$ cat src/clb_pkg.sv
// ----------------------------------------------------------------------------
// clb_pkg - shared types and constants for the character-LCD bus sequencer
// Request codes, register indexes, delays and the queue entry layout.
// ----------------------------------------------------------------------------
package clb_pkg;

	// Request codes
	localparam logic [2:0] OP_INIT   = 3'd0;
	localparam logic [2:0] OP_CMD    = 3'd1;
	localparam logic [2:0] OP_DATA   = 3'd2;
	localparam logic [2:0] OP_CURSOR = 3'd3;
	localparam logic [2:0] OP_FLAGS  = 3'd4;
	localparam logic [2:0] OP_GLYPH  = 3'd5;

	// Configuration register indexes
	localparam logic [1:0] CFG_EIGHT_BIT_BUS = 2'd0;
	localparam logic [1:0] CFG_ROW_COUNT     = 2'd1;
	localparam logic [1:0] CFG_COLUMN_COUNT  = 2'd2;

	localparam int CfgIndexW = 2;
	localparam int CfgDataW  = 6;

	// Settle delays in microseconds
	localparam logic [15:0] DLY_NONE     = 16'd0;
	localparam logic [15:0] DLY_POWER_UP = 16'd45000;
	localparam logic [15:0] DLY_WAKE     = 16'd4500;
	localparam logic [15:0] DLY_FSET     = 16'd100;

	// Live configuration seen by the front and back
	typedef struct packed {
		logic       eight_bit_bus;
		logic [2:0] row_count;
	} cfg_t;

	// One classified request waiting for the back end
	typedef struct packed {
		logic       is_init;   // run the wake-up sequence
		logic       rs;        // register select for a single byte
		logic [7:0] byte_val;  // byte to send; display command for init
	} q_entry_t;

endpackage

$ cat src/clb_req_if.sv
// ----------------------------------------------------------------------------
// clb_req_if - request channel
// Valid/ready channel carrying one LCD request item.
// ----------------------------------------------------------------------------
interface clb_req_if;
	logic       valid;
	logic       ready;
	logic [2:0] op;
	logic [7:0] byte_value;
	logic [5:0] column;
	logic [1:0] row_sel;
	logic [2:0] glyph_slot;
	logic       display_on;
	logic       cursor_on;
	logic       blink_on;

	modport source (
		output valid, op, byte_value, column, row_sel, glyph_slot,
		       display_on, cursor_on, blink_on,
		input  ready
	);
	modport sink (
		input  valid, op, byte_value, column, row_sel, glyph_slot,
		       display_on, cursor_on, blink_on,
		output ready
	);
endinterface

$ cat src/clb_strb_if.sv
// ----------------------------------------------------------------------------
// clb_strb_if - strobe channel
// Valid/ready channel carrying one bus strobe item.
// ----------------------------------------------------------------------------
interface clb_strb_if;
	logic        valid;
	logic        ready;
	logic        reg_select;
	logic [7:0]  bus_value;
	logic [15:0] delay_before_us;
	logic        last;

	modport source (
		output valid, reg_select, bus_value, delay_before_us, last,
		input  ready
	);
	modport sink (
		input  valid, reg_select, bus_value, delay_before_us, last,
		output ready
	);
endinterface

$ cat src/clb_front.sv
// ----------------------------------------------------------------------------
// clb_front - request classifier
// Accepts requests, keeps the display flags and builds queue entries.
// ----------------------------------------------------------------------------
module clb_front import clb_pkg::*; (
	input  logic      clk,
	input  logic      arst_n,
	input  cfg_t      cfg,
	clb_req_if.sink   req,
	input  logic      q_full,
	output logic      push,
	output q_entry_t  push_data
);

	logic [2:0] flags_q;
	logic       accept;
	logic       op_valid;
	logic [1:0] row_eff;
	logic [7:0] row_base;
	logic [7:0] addr;
	logic [2:0] new_flags;

	assign req.ready = !q_full;
	assign accept    = req.valid && req.ready;

	// Row clamp and DDRAM address
	always_comb begin
		row_eff = ({1'b0, req.row_sel} >= cfg.row_count) ? 2'd0 : req.row_sel;
		unique case (row_eff)
			2'd0:    row_base = 8'h00;
			2'd1:    row_base = 8'h40;
			2'd2:    row_base = 8'h14;
			default: row_base = 8'h54;
		endcase
		addr = {2'b00, req.column} + row_base;
	end

	assign new_flags = {req.display_on, req.cursor_on, req.blink_on};

	// Classify request into a queue entry
	always_comb begin
		op_valid  = 1'b1;
		push_data = '{is_init: 1'b0, rs: 1'b0, byte_val: req.byte_value};
		unique case (req.op)
			OP_INIT: begin
				push_data.is_init  = 1'b1;
				push_data.byte_val = {5'b00001, 1'b1, flags_q[1:0]};
			end
			OP_CMD: begin
			end
			OP_DATA: begin
				push_data.rs = 1'b1;
			end
			OP_CURSOR: begin
				push_data.byte_val = 8'h80 | addr;
			end
			OP_FLAGS: begin
				push_data.byte_val = {5'b00001, new_flags};
			end
			OP_GLYPH: begin
				push_data.byte_val = {2'b01, req.glyph_slot, 3'b000};
			end
			default: begin
				op_valid = 1'b0;  // unused codes are dropped
			end
		endcase
	end

	assign push = accept && op_valid;

	// Display flag state
	always_ff @(posedge clk or negedge arst_n) begin
		if (!arst_n) begin
			flags_q <= 3'b000;
		end else if (accept) begin
			if (req.op == OP_INIT) begin
				flags_q[2] <= 1'b1;
			end else if (req.op == OP_FLAGS) begin
				flags_q <= new_flags;
			end
		end
	end

endmodule

$ cat src/clb_queue.sv
// ----------------------------------------------------------------------------
// clb_queue - two-entry request queue
// Decouples the classifier from the strobe generator.
// ----------------------------------------------------------------------------
module clb_queue import clb_pkg::*; (
	input  logic     clk,
	input  logic     arst_n,
	input  logic     push,
	input  q_entry_t push_data,
	output logic     full,
	input  logic     pop,
	output logic     head_valid,
	output q_entry_t head
);

	q_entry_t   mem_q [2];
	logic       wr_ptr_q;
	logic       rd_ptr_q;
	logic [1:0] count_q;

	assign full       = (count_q == 2'd2);
	assign head_valid = (count_q != 2'd0);
	assign head       = mem_q[rd_ptr_q];

	// Entry storage
	always_ff @(posedge clk) begin
		if (push) begin
			mem_q[wr_ptr_q] <= push_data;
		end
	end

	// Pointers and fill count
	always_ff @(posedge clk or negedge arst_n) begin
		if (!arst_n) begin
			wr_ptr_q <= 1'b0;
			rd_ptr_q <= 1'b0;
			count_q  <= 2'd0;
		end else begin
			if (push) wr_ptr_q <= !wr_ptr_q;
			if (pop)  rd_ptr_q <= !rd_ptr_q;
			if (push && !pop)      count_q <= count_q + 2'd1;
			else if (pop && !push) count_q <= count_q - 2'd1;
		end
	end

endmodule

$ cat src/clb_back.sv
// ----------------------------------------------------------------------------
// clb_back - strobe generator
// Expands the queue head into bus strobes, one per cycle unless the strobe
// channel stalls, into an output register.
// ----------------------------------------------------------------------------
module clb_back import clb_pkg::*; (
	input  logic      clk,
	input  logic      arst_n,
	input  cfg_t      cfg,
	input  logic      head_valid,
	input  q_entry_t  head,
	output logic      pop,
	clb_strb_if.source strb
);

	logic [3:0]  step_q;
	logic        valid_q;
	logic        rs_q;
	logic [7:0]  bus_q;
	logic [15:0] dly_q;
	logic        last_q;

	logic        g_rs;
	logic [7:0]  g_bus;
	logic [15:0] g_dly;
	logic        g_last;
	logic [7:0]  hi_nib;
	logic [7:0]  lo_nib;
	logic [7:0]  disp_hi;
	logic [7:0]  disp_lo;
	logic        load;

	assign hi_nib  = {head.byte_val[7:4], 4'h0};
	assign lo_nib  = {head.byte_val[3:0], 4'h0};
	assign disp_hi = hi_nib;
	assign disp_lo = lo_nib;

	// Strobe for the current step of the head entry
	always_comb begin
		g_rs   = 1'b0;
		g_bus  = 8'h00;
		g_dly  = DLY_NONE;
		g_last = 1'b0;
		if (!head.is_init) begin
			g_rs = head.rs;
			if (cfg.eight_bit_bus) begin
				g_bus  = head.byte_val;
				g_last = 1'b1;
			end else if (step_q[0] == 1'b0) begin
				g_bus = hi_nib;
			end else begin
				g_bus  = lo_nib;
				g_last = 1'b1;
			end
		end else if (cfg.eight_bit_bus) begin
			// wake-up on the 8-bit bus
			unique case (step_q)
				4'd0:    begin g_bus = 8'h30; g_dly = DLY_POWER_UP; end
				4'd1:    begin g_bus = 8'h30; g_dly = DLY_WAKE; end
				4'd2:    begin g_bus = 8'h30; g_dly = DLY_WAKE; end
				4'd3:    begin g_bus = 8'h38; g_dly = DLY_WAKE; end
				4'd4:    g_bus = head.byte_val;
				4'd5:    g_bus = 8'h01;
				4'd6:    g_bus = 8'h06;
				default: begin g_bus = 8'h80; g_dly = DLY_WAKE; g_last = 1'b1; end
			endcase
		end else begin
			// 4-bit wake-up: single wake nibbles, then commands as two nibbles
			unique case (step_q)
				4'd0:    begin g_bus = 8'h30; g_dly = DLY_POWER_UP; end
				4'd1:    begin g_bus = 8'h30; g_dly = DLY_WAKE; end
				4'd2:    begin g_bus = 8'h30; g_dly = DLY_WAKE; end
				4'd3:    begin g_bus = 8'h20; g_dly = DLY_WAKE; end
				4'd4:    begin g_bus = 8'h20; g_dly = DLY_FSET; end
				4'd5:    g_bus = 8'h80;
				4'd6:    g_bus = disp_hi;
				4'd7:    g_bus = disp_lo;
				4'd8:    g_bus = 8'h00;
				4'd9:    g_bus = 8'h10;
				4'd10:   g_bus = 8'h00;
				4'd11:   g_bus = 8'h60;
				4'd12:   begin g_bus = 8'h80; g_dly = DLY_WAKE; end
				default: begin g_bus = 8'h00; g_last = 1'b1; end
			endcase
		end
	end

	assign load = head_valid && (!valid_q || strb.ready);
	assign pop  = load && g_last;

	// Step counter and output valid
	always_ff @(posedge clk or negedge arst_n) begin
		if (!arst_n) begin
			step_q  <= 4'd0;
			valid_q <= 1'b0;
		end else begin
			if (load) begin
				step_q <= g_last ? 4'd0 : step_q + 4'd1;
			end
			if (load) begin
				valid_q <= 1'b1;
			end else if (strb.ready) begin
				valid_q <= 1'b0;
			end
		end
	end

	// Output payload register
	always_ff @(posedge clk) begin
		if (load) begin
			rs_q   <= g_rs;
			bus_q  <= g_bus;
			dly_q  <= g_dly;
			last_q <= g_last;
		end
	end

	assign strb.valid           = valid_q;
	assign strb.reg_select      = rs_q;
	assign strb.bus_value       = bus_q;
	assign strb.delay_before_us = dly_q;
	assign strb.last            = last_q;

endmodule

$ cat src/char_lcd_bus_sequencer.sv
// ----------------------------------------------------------------------------
// char_lcd_bus_sequencer - character-LCD request to bus strobe sequencer
// Turns LCD requests into register-select / bus-value strobes with delays.
// ----------------------------------------------------------------------------
//  channel  dir  handshake            payload
//  req      in   req.valid/ready      op, byte_value, column, row_sel,
//                                     glyph_slot, display_on, cursor_on, blink_on
//  strb     out  strb.valid/ready     reg_select, bus_value, delay_before_us, last
//  cfg      in   cfg_we               cfg_index, cfg_data (no read-back)
//
//  The back end emits one strobe per cycle while strb is ready: a byte is one
//  strobe on the 8-bit bus and two on the 4-bit bus; init is 8 or 14 strobes.
//  A two-entry queue lets requests be taken while strobes drain.
//  Unused op codes are accepted and produce no strobe.
//  Reset clears the display flags, queue, step counter and config defaults.
//  A stalled strobe holds in the output register; the queue absorbs input.
// ----------------------------------------------------------------------------
module char_lcd_bus_sequencer import clb_pkg::*; (
	input  logic                 clk,
	input  logic                 arst_n,
	input  logic                 cfg_we,
	input  logic [CfgIndexW-1:0] cfg_index,
	input  logic [CfgDataW-1:0]  cfg_data,
	clb_req_if.sink              req,
	clb_strb_if.source           strb
);

	cfg_t     cfg_q;
	logic     push;
	q_entry_t push_data;
	logic     q_full;
	logic     pop;
	logic     head_valid;
	q_entry_t head;

	// Configuration registers; the column count does not affect sequencing
	always_ff @(posedge clk or negedge arst_n) begin
		if (!arst_n) begin
			cfg_q.eight_bit_bus <= 1'b0;
			cfg_q.row_count     <= 3'd4;
		end else if (cfg_we) begin
			unique case (cfg_index)
				CFG_EIGHT_BIT_BUS: cfg_q.eight_bit_bus <= cfg_data[0];
				CFG_ROW_COUNT:     cfg_q.row_count     <= cfg_data[2:0];
				default: begin
				end
			endcase
		end
	end

	clb_front u_front (
		.clk       (clk),
		.arst_n    (arst_n),
		.cfg       (cfg_q),
		.req       (req),
		.q_full    (q_full),
		.push      (push),
		.push_data (push_data)
	);

	clb_queue u_queue (
		.clk        (clk),
		.arst_n     (arst_n),
		.push       (push),
		.push_data  (push_data),
		.full       (q_full),
		.pop        (pop),
		.head_valid (head_valid),
		.head       (head)
	);

	clb_back u_back (
		.clk        (clk),
		.arst_n     (arst_n),
		.cfg        (cfg_q),
		.head_valid (head_valid),
		.head       (head),
		.pop        (pop),
		.strb       (strb)
	);

endmodule

$ cat src/flat_wrapper.sv
// flat-port wrapper written by rule: the top's interface ports become plain ports
module char_lcd_bus_sequencer_flat import clb_pkg::*;
  (clk, arst_n, cfg_we, cfg_index, cfg_data, req_valid, req_op, req_byte_value, req_column, req_row_sel, req_glyph_slot, req_display_on, req_cursor_on, req_blink_on, req_ready, strb_valid, strb_reg_select, strb_bus_value, strb_delay_before_us, strb_last, strb_ready);
  clb_req_if req_i ();
  clb_strb_if strb_i ();
  input  logic clk;
  input  logic arst_n;
  input  logic cfg_we;
  input  logic [CfgIndexW-1:0] cfg_index;
  input  logic [CfgDataW-1:0] cfg_data;
  input wire logic [$bits(req_i.valid)-1:0] req_valid;
  input wire logic [$bits(req_i.op)-1:0] req_op;
  input wire logic [$bits(req_i.byte_value)-1:0] req_byte_value;
  input wire logic [$bits(req_i.column)-1:0] req_column;
  input wire logic [$bits(req_i.row_sel)-1:0] req_row_sel;
  input wire logic [$bits(req_i.glyph_slot)-1:0] req_glyph_slot;
  input wire logic [$bits(req_i.display_on)-1:0] req_display_on;
  input wire logic [$bits(req_i.cursor_on)-1:0] req_cursor_on;
  input wire logic [$bits(req_i.blink_on)-1:0] req_blink_on;
  output wire logic [$bits(req_i.ready)-1:0] req_ready;
  output wire logic [$bits(strb_i.valid)-1:0] strb_valid;
  output wire logic [$bits(strb_i.reg_select)-1:0] strb_reg_select;
  output wire logic [$bits(strb_i.bus_value)-1:0] strb_bus_value;
  output wire logic [$bits(strb_i.delay_before_us)-1:0] strb_delay_before_us;
  output wire logic [$bits(strb_i.last)-1:0] strb_last;
  input wire logic [$bits(strb_i.ready)-1:0] strb_ready;
  assign req_i.valid = req_valid;
  assign req_i.op = req_op;
  assign req_i.byte_value = req_byte_value;
  assign req_i.column = req_column;
  assign req_i.row_sel = req_row_sel;
  assign req_i.glyph_slot = req_glyph_slot;
  assign req_i.display_on = req_display_on;
  assign req_i.cursor_on = req_cursor_on;
  assign req_i.blink_on = req_blink_on;
  assign req_ready = req_i.ready;
  assign strb_valid = strb_i.valid;
  assign strb_reg_select = strb_i.reg_select;
  assign strb_bus_value = strb_i.bus_value;
  assign strb_delay_before_us = strb_i.delay_before_us;
  assign strb_last = strb_i.last;
  assign strb_i.ready = strb_ready;
  char_lcd_bus_sequencer u_core (.clk(clk), .arst_n(arst_n), .cfg_we(cfg_we), .cfg_index(cfg_index), .cfg_data(cfg_data), .req(req_i), .strb(strb_i));
endmodule
$ cat config.mk
export PLATFORM = sky130hd
export DESIGN_NAME = char_lcd_bus_sequencer_flat
export DESIGN_NICKNAME = d
export VERILOG_FILES = /design/src/clb_pkg.sv /design/src/clb_req_if.sv /design/src/clb_strb_if.sv /design/src/clb_front.sv /design/src/clb_queue.sv /design/src/clb_back.sv /design/src/char_lcd_bus_sequencer.sv /design/src/flat_wrapper.sv
export SDC_FILE = /design/constraint.sdc
export NUM_CORES = 1
export LEC_CHECK = 0
export BUFFER_PORTS_ARGS = -buffer_cell sky130_fd_sc_hd__buf_2
export CAP_MARGIN = 0
export CORE_ASPECT_RATIO = 0.6
export CORE_MARGIN = 1.5
export CORE_UTILIZATION = 54
export DETAILED_ROUTE_END_ITERATION = 8
export HOLD_SLACK_MARGIN = 0.15
export PLACE_DENSITY = 0.8
export SYNTH_ARGS = -nofsm -noshare
export SYNTH_HDL_FRONTEND = slang
export SYNTH_SLANG_ARGS = --single-unit
$ cat constraint.sdc
create_clock -name clk -period 3.5 [get_ports clk]
set_clock_uncertainty 0.2 [all_clocks]
set_input_delay 0.175 -clock clk [delete_from_list [all_inputs] [get_ports clk]]
set_output_delay 0.175 -clock clk [all_outputs]
set_load 0.03 [all_outputs]
## After elaboration in Yosys (flattened, before gate mapping)

Memory sizes are Yosys's and may differ from the RTL's.
Cells that the tools add are included.

| storage, ports and cells | value |
|---|---|
| register bits | 41 |
| memory bits (writable) | 20 |
| bits of input ports | 38 |
| output and inout bits | 28 |
| logic and storage cells | 99 |
| memories | 1 |

| operators by class | value |
|---|---|
| add/subtract/negate cells | 4 |
| $lt $le $gt $ge | 1 |
| equal/unequal tests | 21 |
| mux-type cells | 28 |
| bitwise logic cells | 1 |
| reduce and logical (&&, ||, !) cells | 31 |

Memories:

| memory | words | bits a word | read ports | clocked after Yosys merged registers in | write ports | RTL line | source |
|---|---|---|---|---|---|---|---|
| u_core.u_queue.mem_q | 2 | 10 | 1 | 0 | 1 | clb_queue.sv:16 | `q_entry_t mem_q [2];` |

Operators by type and width:

| kind | number |
|---|---|
| 8-bit one-hot mux with 7 select lines | 1 |
| 16-bit one-hot mux with 3 select lines | 1 |
| 8-bit one-hot mux with 5 select lines | 1 |
| 8-bit 2-to-1 mux | 4 |
| 16-bit one-hot mux with 2 select lines | 1 |
| 8-bit one-hot mux with 4 select lines | 1 |
| 7-bit one-hot mux with 3 select lines | 1 |
| 4-bit equality test (second input constant) | 5 |
| 4-bit by 3-bit equality test with 1-bit output (second input constant) | 4 |
| 16-bit 2-to-1 mux | 1 |
| 1-bit 2-to-1 mux | 13 |
| 13-bit OR reduction | 1 |
| 4-bit by 2-bit equality test with 1-bit output (second input constant) | 2 |
| 6-bit by 7-bit adder with 7-bit output | 1 |
| 7-bit OR reduction | 1 |
| 3-bit by 2-bit equality test with 1-bit output (second input constant) | 2 |
| 3-bit equality test (second input constant) | 2 |
| 1-bit logical AND | 6 |
| 1-bit zero test | 6 |
| 2-bit 2-to-1 mux | 3 |
| 2-bit nonzero test | 3 |
| 3-bit OR reduction | 2 |
| 6-bit OR reduction | 1 |
| 4-bit by 1-bit adder with 4-bit output (second input constant) | 1 |
| 17 further kinds | 22 |

## Longest topological paths before layout

| depth | value |
|---|---|
| depth after elaboration | 9 |
| gate-level depth with buffers | 13 |

## Modules after synthesis

A second synthesis with hierarchy kept.

| unflattened totals | value |
|---|---|
| cells, all modules | 283 |
| area, all modules | 3163.0 um^2 |

Modules (own cells, without submodules):

| module | times used | cells each | area each (um^2) |
|---|---|---|---|
| clb_back | 1 | 153 | 1476.4 |
| clb_queue | 1 | 47 | 949.7 |
| clb_front | 1 | 73 | 546.8 |
| char_lcd_bus_sequencer | 1 | 10 | 190.2 |

## Least setup slack after synthesis

No wires, ideal clock.

| timing | value |
|---|---|
| path type | flip-flop to flip-flop |
| from | register u_core.u_back.step_q[0] |
| to | register u_core.u_queue.count_q[1] |
| library setup time | 0.079 ns |
| data arrival time | 2.355 ns |
| slack | 0.866 ns |
| stages on the path, launching flop included | 14 |
| cell sequence | dfrtp_1 inv_1 ha_1 buf_2 or3_1 a21oi_1 or4_1 o311ai_2 inv_4 nand2_1 ha_1 xor2_1 nor2_1 xor2_1 |

| between the ends | value |
|---|---|
| word-level cells in the longest chain between the ends | 9 |
| elaborated cells on any way between the ends | 27 |

Ends and longest elaborated chain:

| what | RTL line | source |
|---|---|---|
| from (decl) | clb_back.sv:16 | `logic [3:0] step_q;` |
| from (signal assigned) | clb_back.sv:98 | `step_q <= g_last ? 4'd0 : step_q + 4'd1;` |
| 4-bit equality test (tied with other cells) | clb_back.sv:69 | `unique case (step_q)` |
| 13-bit OR reduction (no line) or 7-bit OR reduction (tied branches) | -- |  |
| 1-bit 2-to-1 mux, on equally long branches | clb_back.sv:69, clb_back.sv:57 |  |
| 1-bit 2-to-1 mux | clb_back.sv:55 | `end else if (cfg.eight_bit_bus) begin` |
| 1-bit 2-to-1 mux (*) | clb_back.sv:44 | `if (!head.is_init) begin` |
| named net u_core.u_back.g_last | clb_back.sv:26 | `logic g_last;` |
| 1-bit logical AND (*) | clb_back.sv:89 | `assign pop = load && g_last;` |
| 1-bit zero test | clb_queue.sv:41 | `if (push && !pop) count_q <= count_q + 2'd1;` |
| 1-bit logical AND | clb_queue.sv:41 |  |
| 2-bit 2-to-1 mux or 2-bit nonzero test (tied branches) | -- |  |
| to (signal assigned) | clb_queue.sv:41 |  |
| to (signal assigned) | clb_queue.sv:42 | `else if (pop && !push) count_q <= count_q - 2'd1;` |
| to (decl) | clb_queue.sv:19 | `logic [1:0] count_q;` |

Mark *: on every way through the listed nets, which the timed path passes. The rest lies on a longest branch.
A chain may end at the register's enable or synchronous reset.

## Final worst setup path

Same ends and word-level chain as after synthesis.

==> impl_metrics.yaml <==
synthesis:
  synthMostInstantiatedCell: "edfxtp_1"
  yosysSeqAreaShare: 0.4949
  synth_area_per_cell_um2: 10.63
  netlist_area_um2: 2945
  ys.flop_type: "edfxtp_1"
  syn_inst: 277
  yosys-top-cells-area: "edfxtp_1 37%, dfrtp_1 12%, ha_1 4.2%"
  synth_top_area_frac: 0.3670
  yosys.cell_types.count: 52
  synth_commonest_cells: "36 x edfxtp_1, 22 x nor2_1, 21 x nand2_1"
  yosysWarnings: 0
  synth_top_area_cell: "edfxtp_1"
  synth_seq_cells: 51
  async_reset_ff_frac: 0.2941
  synth-edff-count: 36
routing:
  drc: 0
  routedWlPerCell_um: 15.59
  drtIter0Drc: 277
  routed_via_density: 5.787
  wirelength_um: 6502
  route.vias.total: 2413
  antenna_left: 0
  first_pass_iters: 5
clock_tree:
  cts_tree: "done"
  worst_skew_pair.late_latency_ns: 0.30
  cts_resized: 0
  ctsHoldBuffers: 26
  numCtsBuffers: 5
  htree_levels: 2
  ctsRootBufferMaster: "clkbuf_8"
  postCtsSetupBuffers: 0
  clock_sinks: 51
  cts_buffer_depth: 2
  clkTransAtPathRegs_ns: 0.09
worst_setup_path:
  cp-startpoint: "u_core.u_back.step_q[0]$_DFFE_PN0P_"
  r2r_slack_ns: 0.53
  critPathMaxFanout: 10
  reg2reg_to: "u_core.u_queue.count_q[1]$_DFFE_PN0P_"
  worstSetupPathType: "reg2reg"
  start_kind: "flop"
  worstPathArrival_ns: 3.00
  end_kind: "flop"
  required_ns: 3.53
  r2r_cells: 12
  endpoint: "u_core.u_queue.count_q[1]$_DFFE_PN0P_"
  timing.rr.start: "u_core.u_back.step_q[0]$_DFFE_PN0P_"
finish:
  antenna_cells: 0
  fillers: 407
  nNetsFinal: 398
  drive_above_1_share: 0.2479
  area.growth.synth_to_final_pct: 21.71
  fin_util: 0.6954
power:
  internal_power_w: 0.001619
  p_clk_frac: 0.141
  power_switching_w: 0.001196
  powerDensity_nw_per_um2: 785.4
  switching_share: 0.4249
  leakage_nw: 1.508
  combPwrFrac: 0.497
  seq_power_share: 0.361
  ir_drop_uv: 468.5
sta:
  rsz0062_at_grt: "no"
  slew_viol_final: 0
  period_share: 0.8490
  fmax_ghz: 0.3365
  worst_pin_slew_ns: 0.8811
  layout_min_cycle_time_ns: 2.972
  slew_headroom: 0.4104
  tns_ns: 0
  setup_viol: 0
  timing.final.hold_violations: 0
die:
  die-width_um: 98.35
  fp.dieArea_um2: 5921
  core_area_um2: 5155
  die_y_um: 60.21
  rows: 20
  start_util: 0.5714
  boundaryPins: 66
placed_design:
  dpl.hpwl_um: 4536
  portBuffers: 59
  gp_congestion: 0.9681
status:
  outcome: "finished, final reports clean"
min_path:
  min_path_type: "in2reg"
global_route:
  antenna_found_initial: 0
  grt_pass1_wl_um: 10730
  grt_start_max_net_pins: 23
  grt_pass1_vias: 2162
  grt_overflow: 0
  grt.total_usage: 0.2376
run:
  cap_violations: 0
-- cell families after synthesis --
logic type	after synthesis	synth area share
other	1	0.001273
AOI/OAI and AO/OA	67	0.1461
and+or+nand+nor	78	0.1287
buffers and inverters	35	0.05990
xor gates and xnor gates	8	0.02379
muxes	26	0.09940
adders and majority gates	11	0.04588
DFF	51	0.4949
-- sequential cells by signal (all words and copies together), names as in the netlist --
name,cells
u_core.u_back.step_q,4
u_core.u_back.strb.reg_select,1
u_core.u_queue.mem_q,20
u_core.u_back.strb.bus_value,8
u_core.cfg_q,4
u_core.u_queue.count_q,2
u_core.u_queue.rd_ptr_q,1
u_core.u_back.strb.valid,1
u_core.u_queue.wr_ptr_q,1
u_core.u_back.strb.delay_before_us,6
u_core.u_back.strb.last,1
u_core.u_front.flags_q,2
-- how the worst min path moves through the flow --
stage                       from                                    to  slack (ns)  cells past startpoint
3_3_place_gp              arst_n   u_core.u_back.step_q[3]$_DFFE_PN0P_       -0.10                      1
5_1_grt        req_glyph_slot[2]  u_core.u_queue.mem_q[1][5]$_DFFE_PP_        0.17                      4
6_report       req_glyph_slot[2]  u_core.u_queue.mem_q[1][5]$_DFFE_PP_        0.17                      4
4_1_cts        req_glyph_slot[2]  u_core.u_queue.mem_q[0][5]$_DFFE_PP_        0.17                      4
2_1_floorplan             arst_n           u_core.cfg_q[0]$_DFFE_PN0P_       -0.32                      0
3_5_place_dp              arst_n  u_core.u_back.strb.valid$_DFFE_PN0P_        -0.1                      1
-- power groups by stage --
| stage | Combinational [W] | Sequential (W) | Clock, W |
|---|---|---|---|
| after floorplan | 0.000880 | 0.00120 | 0 |
| after global placement | 0.00131 | 0.00102 | 0 |
| after detailed placement | 0.00133 | 0.00103 | 0 |
| after CTS | 0.00138 | 0.00102 | 0.000405 |
| after global routing | 0.00152 | 0.00104 | 0.000431 |
| final | 0.00140 | 0.00102 | 0.000398 |
-- metrics by stage --
stage | worst slack [ns] | hold WS, ns | cells | power [W] | cell area (um^2)
2_1_floorplan | 0.8658 | -0.3206 | 279 | 0.002080 | 2953
3_3_place_gp | 0.6932 | -0.1042 | 383 | 0.002334 | 3217
3_5_place_dp | 0.5908 | -0.09958 | 383 | 0.002364 | 3217
4_1_cts | 0.5690 | 0.1678 | 417 | 0.002807 | 3585
5_1_grt | 0.3626 | 0.1710 | 417 | 0.003000 | 3585
6_report | 0.5284 | 0.1731 | 417 | 0.002815 | 3585
-- routing by layer --
layer | GRT usage | vias up | share of wire
met5 | 0 | - | 0
met4 | 0.04829 | 0 | 0.0088
met3 | 0.05029 | 8 | 0.074
met2 | 0.3630 | 109 | 0.45
met1 | 0.3537 | 1150 | 0.47
li1 | - | 1146 | -
-- critical path: stages, from the launching register on --
cell and delay [ns]:
dfrtp_1 0.47, inv_1 0.13, ha_1 0.35, or3_1 0.38, a21oi_1 0.15, or4_1 0.15, o311ai_2 0.18, inv_4 0.13
nand2_1 0.09, ha_1 0.27, xor2_1 0.14, nor2_1 0.12, xor2_1 0.15
-- cell usage in the layout (no fill, tap or decap), drive strengths merged, types with 2 or more instances in the layout --
cell / netlist / layout
edfxtp: 36 / 36
nor3: 2 / 2
nor3b: 3 / 3
nor2b: 6 / 6
a221oi: 3 / 3
or3: 3 / 3
inv: 12 / 12
nand3: 6 / 6
nand2b: 6 / 6
clkbuf: 8 / 5
ha: 10 / 10
a21oi: 17 / 17
xnor2: 6 / 6
a211oi: 4 / 4
a32o: 2 / 2
nor2: 22 / 22
or4: 2 / 2
nand2: 21 / 21
dfrtp: 14 / 14
and3: 2 / 2
buf: 15 / 61
o22ai: 5 / 5
o21a: 2 / 2
mux2: 16 / 16
o21ai: 17 / 17
a21boi: 3 / 3
a31oi: 5 / 5
mux2i: 9 / 9
xor2: 2 / 2
a22oi: 3 / 3
clkinv: 0 / 2
conb: 1 / 3
dlygate4sd3: 0 / 26
-- cell type report --
type | count | area (um^2) | area share
sequential | 51 | 1458 | 0.4066
multi-input combinational | 193 | 1319 | 0.3679
timing repair buffer | 87 | 570.5 | 0.1592
tap | 66 | 82.58 | 0.02304
clock buffer | 5 | 68.82 | 0.01920
inverter | 12 | 47.55 | 0.01326
clock inverter | 3 | 38.79 | 0.01082
No activity file was read; power rests on OpenSTA's default activity.
